==> src/rtl/generational_handle_allocator_macros.svh <==
// Assertion macros for the generational handle allocator.
// Expects clk_i and rst_ni in the scope where a macro is used.
`ifndef GENERATIONAL_HANDLE_ALLOCATOR_MACROS_SVH
`define GENERATIONAL_HANDLE_ALLOCATOR_MACROS_SVH

// Same-cycle implication, checked at every rising edge out of reset.
`define GHA_ASSERT_IMPL(label, ante, cons) \
  label: assert property (@(posedge clk_i) disable iff (!rst_ni) (ante) |-> (cons)) \
    else $error("generational_handle_allocator: assertion failed");

// Next-cycle implication.
`define GHA_ASSERT_NEXT(label, ante, cons) \
  label: assert property (@(posedge clk_i) disable iff (!rst_ni) (ante) |=> (cons)) \
    else $error("generational_handle_allocator: assertion failed");

`endif

==> src/rtl/gha_pkg.sv <==
// Shared types and codes for the generational handle allocator.
// No dependencies; imported by gha_check and the top level.
package gha_pkg;

  localparam int HandleW = 32;
  localparam int AllocIdW = 6;

  localparam logic [1:0] OP_ALLOC   = 2'd0;
  localparam logic [1:0] OP_RELEASE = 2'd1;
  localparam logic [1:0] OP_QUERY   = 2'd2;

  localparam logic [1:0] ST_OK        = 2'd0;
  localparam logic [1:0] ST_EXHAUSTED = 2'd1;
  localparam logic [1:0] ST_INVALID   = 2'd2;

  typedef struct packed {
    logic [1:0]         op;
    logic [HandleW-1:0] handle;
  } gha_in_t;

  typedef struct packed {
    logic [HandleW-1:0] new_handle;
    logic [1:0]         status;
  } gha_out_t;

endpackage

==> src/rtl/gha_check.sv <==
// Handle decoder and liveness check for the generational handle allocator.
// Depends on gha_pkg for the handle width.
module gha_check import gha_pkg::*; #(
  parameter int INDEX_BITS     = 10,
  parameter int VERSION_BITS   = 16,
  parameter int ALLOCATOR_BITS = 6
) (
  input  logic [HandleW-1:0]        handle_i,
  input  logic [VERSION_BITS:0]     slot_i,
  input  logic [INDEX_BITS:0]       issued_count_i,
  input  logic [ALLOCATOR_BITS-1:0] alloc_id_i,
  output logic                      live_o,
  output logic [INDEX_BITS-1:0]     idx_o,
  output logic [VERSION_BITS-1:0]   ver_o
);

  localparam int HW = INDEX_BITS + VERSION_BITS + ALLOCATOR_BITS;
  localparam int EXT_W = (HW > HandleW) ? HW : HandleW;
  localparam int VER_SHIFT = INDEX_BITS;
  localparam int ALC_SHIFT = INDEX_BITS + VERSION_BITS;
  localparam logic [EXT_W-1:0] NULL_EXT = EXT_W'({HW{1'b1}});

  logic [EXT_W-1:0]          h_ext;
  logic [ALLOCATOR_BITS-1:0] alc;
  logic                      issued;
  logic                      is_null;

  // Bits of a field that lie above the handle width read as zero.
  assign h_ext   = EXT_W'(handle_i);
  assign idx_o   = h_ext[INDEX_BITS-1:0];
  assign ver_o   = h_ext[VER_SHIFT +: VERSION_BITS];
  assign alc     = h_ext[ALC_SHIFT +: ALLOCATOR_BITS];
  assign issued  = {1'b0, idx_o} < issued_count_i;
  assign is_null = handle_i == NULL_EXT[HandleW-1:0];

  assign live_o = issued && !is_null && (alc == alloc_id_i) &&
                  slot_i[VERSION_BITS] && (slot_i[VERSION_BITS-1:0] == ver_o);

endmodule

==> config.mk <==
export PLATFORM = sky130hd
export DESIGN_NAME = gha_check
export DESIGN_NICKNAME = d
export VERILOG_FILES = /design/src/rtl/generational_handle_allocator_macros.svh /design/src/rtl/gha_pkg.sv /design/src/rtl/gha_check.sv
export SDC_FILE = /design/constraint.sdc
export NUM_CORES = 1
export LEC_CHECK = 0
export ABC_AREA = 1
export ABC_CLOCK_PERIOD_IN_PS = 2800
export BUFFER_PORTS_ARGS = -buffer_cell sky130_fd_sc_hd__buf_2
export CAP_MARGIN = 5
export CORE_UTILIZATION = 42
export DETAILED_ROUTE_END_ITERATION = 6
export GPL_ROUTABILITY_DRIVEN = 1
export GPL_TIMING_DRIVEN = 0
export PLACE_DENSITY = 0.95
export SLEW_MARGIN = 10
export SYNTH_ARGS = -nofsm -noshare
export SYNTH_HDL_FRONTEND = slang
export SYNTH_SLANG_ARGS = --single-unit
==> constraint.sdc <==
create_clock -name vclk -period 2.8
set_clock_uncertainty 0.15 [all_clocks]
set_input_delay 0.42 -clock vclk [all_inputs]
set_output_delay 0.42 -clock vclk [all_outputs]
set_load 0.02 [all_outputs]
* Yosys cells after proc, flatten, opt, wreduce, memory -nomap -nowiden *
Cells that the tools add are included.

word-level totals
  register bits after elaboration = 0
  latch bits = 0
  input bits = 66
  ROM bits = 0
  output and inout bits = 27
  memory bits (writable) = 0
  word-level logic and storage cells = 9
  memories kept = 0

operators by class
  bitwise operators = 0
  $add $sub $neg = 0
  div/mod/pow operators = 0
  eq/ne operators = 3
  reductions and logical operators = 5
  shift operators = 0
  magnitude comparators = 1
  mux-type cells = 0
  $mul = 0

operators by type and width
  cell                                   number
  == test 32 bit, second input constant  1
  == test 16 bit                         1
  less-than comparator 10 x 11 -> 1 bit  1
  == test 6 bit                          1
  logical AND 1 bit                      4
  zero test 1 bit                        1

* Longest topological paths before layout *
  depth in word-level cells = 6
  gate-level depth with buffers = 9

* Worst setup path after synthesis *
OpenSTA, ideal clock, no wires.

  path kind = input -> output
  start point = input port issued_count_i[6]
  end point = output port live_o
  cell stages on the path = 6
  path slack = 854 ps
  required time = 2230 ps
  arrival time = 1376 ps
  path through = inv_1 -> ha_1 -> a21o_1 -> nor2_1 -> a21oi_1 -> nor3_2

between the ends
  word-level cells in the longest chain between the ends = 5

ends and longest elaborated chain
  what                                   RTL line         RTL
  start, declared                        gha_check.sv:10  input logic [INDEX_BITS:0] issued_count_i,
  less-than comparator 10 x 11 -> 1 bit  gha_check.sv:33  assign issued = {1'b0, idx_o} < issued_count_i;
  logical AND 1 bit (3 in series)        gha_check.sv:36  assign live_o = issued && !is_null && (alc == alloc_id_i) &&
  logical AND 1 bit                      gha_check.sv:37  slot_i[VERSION_BITS] && (slot_i[VERSION_BITS-1:0] == ver_o);
  end, declared                          gha_check.sv:12  output logic live_o,

No other way between the ends.

* Final worst setup path *
  start point = input port handle_i[9]
  end point = output port live_o

between the ends
  word-level cells in the longest chain between the ends = 6
  elaborated cells between the ends (all ways) = 7

ends and longest elaborated chain
  what                                                                           RTL line         RTL
  start, declared                                                                gha_check.sv:8   input logic [HandleW-1:0] handle_i,
  branches (longest 2 deep; another with less-than comparator 10 x 11 -> 1 bit)  -
  logical AND 1 bit * (3 in series)                                              gha_check.sv:36
  logical AND 1 bit *                                                            gha_check.sv:37

Mark *: on every way between the ends.

==> results.ini <==
[drt]
route.detailed.drc = 0
via_per_inst = 4.16
drt_pass1_iterations = 4
ant_nets = 0
drt-initial-drc-count = 14
wl_mm = 2.51
wl_per_cell_microns = 7.78
vias = 1344

[global_routing]
antenna_found_initial = 0
grt-ovfl-total = 0
grt_max_degree = 5
grt_pass1_vias = 1098
grt_usage = 0.194
grt_pass1_wl_mm = 4.06

[placed_design]
dp.cells = 323
portBuffers = 93
place.gp.congestion = 0.760
dp_hpwl_mm = 2.34

[final_layout]
fin_nets = 372
area_growth_pct = 50.3
drive_above_1_share = 0.414
fin_cells = 323
multiInputGateArea_sq_um = 634
num_antenna_cells = 0
n_clock_buffer = 0
regArea_sq_um = 0
seq_cells = 0
fill_cells = 228

[hold_path]
hold_path_class = input port to output port
min_from = handle_i[2]
whs_endpoint = idx_o[2]
hold_depth = 3

[worst_setup_path]
cp.arrival_ps = 1540
crit_path_max_incr_delay_ps = 320
path_cells = buf_2 -> ha_1 -> nand3_1 -> nand2_1 -> nor2_1 -> nand3_1 -> nor3_2 -> buf_2
critPathRequiredTime_ps = 2230
critPathKind = input port to output port
path_max_fanout = 3
crit_path_start_kind = input port
critical_path.slowest_cell = ha_1
crit_path_end_kind = output port

[yosys]
synthCells = 202
netlist_area_sq_um = 995
synth-seq-area-share = 0
avgSynthCellArea_sq_um = 4.92
yosys.area.top_type = nand2_1
ys_warn_count = 0
syn_nets = 277
yosysTopAreaCellShare = 0.283
ys_types = 15
synthTopCellsByArea = nand2_1 (28%), buf_4 (20%), inv_1 (16%)

[sta]
hold_viol = 0
setup_tns_ps = 0
slew_viol_final = 0
holdWs_ps = 1030
post-route-period-util = 0.753
slew_headroom = 0.888
finalSetupViolations = 0
worst_pin_slew_ps = 168
clock.fmax_ghz = 0.474
period_minus_slack_ps = 2110
rsz0062_at_grt = false

[power_and_ir_drop]
p_total_mw = 0.212
ir_worst_vdd_v = 0.0000907
p_leak_nw = 1.05
power.density_nw_per_um2 = 142

[floorplanning]
die_h_microns = 50.7
ios = 93
die_area_sq_um = 2570
rows = 17
die_width_microns = 50.7
coreArea_sq_um = 2210
start_util = 0.450

[job]
cap_violations = 0

[clock_network]
post-cts-setup-buffer-count = 0
cts_hold_buffers = 0
cts_resized = 0

[status]
status = finished, final reports clean

## cells in the mapped netlist
master,count
a21oi_1,3
nand3_1,5
o21ai_0,1
nand4_1,2
a21o_1,1
nor3_2,1
nand2_1,75
nor2_2,1
inv_1,43
o21ai_1,1
nor2_1,27
ha_1,9
buf_4,26
xnor2_1,6
inv_2,1
## through the flow
stage	worst slack [ps]	cell area [sq um]	util
5_1_grt	572	1500	0.676
3_3_place_gp	682	1500	0.676
2_1_floorplan	854	995	-
4_1_cts	674	1500	0.676
3_5_place_dp	675	1500	0.676
6_report	692	1500	0.676
## how the worst max path moves through the flow
stage | start | end | slack (ps)
global placement | handle_i[9] | live_o | 680
detailed placement | handle_i[9] | live_o | 670
global route | handle_i[9] | live_o | 570
floorplan | issued_count_i[6] | live_o | 850
finish | handle_i[9] | live_o | 690
CTS | handle_i[9] | live_o | 670
## routing by layer
metal,global-route usage,up-vias,routed length (microns),share of wire
met5,0,-,0,0
met4,0.0185,0,27,0.011
met3,0.0212,4,158,0.063
met2,0.373,46,1270,0.51
met1,0.232,545,1060,0.42
li1,-,749,-,-
## layout make-up
cell class / instances / share of cell area
timing repair buffer: 93 / 0.311
multi-input combinational: 132 / 0.424
tap: 28 / 0.0234
inverter: 44 / 0.110
buffer: 26 / 0.131
## report_power, final
| group | switching, mW | internal (mW) |
|---|---|---|
| Sequential | 0 | 0 |
| Combinational | 0.107 | 0.105 |
| Clock | 0 | 0 |
## placed cells by master, fill, tap and decap left out
cell type / instances
xnor2_1: 6
a21o_1: 1
nand2_1: 75
ha_1: 9
a21oi_1: 3
inv_2: 1
buf_4: 26
nand3_1: 5
nor2_2: 1
nor3_2: 1
nand4_1: 2
nor2_1: 27
o21ai_1: 1
buf_2: 93
inv_1: 43
o21ai_0: 1
## cells by family after synthesis
group,count (synthesis),share of synthesized area
AO/OA/AOI/OAI,6,0.0327
XOR/XNOR,6,0.0528
AND/OR/NAND/NOR,111,0.439
adder cells (fa/ha/maj),9,0.113
buffers and inverters,70,0.362
## worst max-delay path, delay by kind of cell
kind,cells,cell delay (ps)
fa+ha+maj,1,320
buf+inv,2,290
simple gates,5,500
No activity file was read; power rests on OpenSTA's default activity.
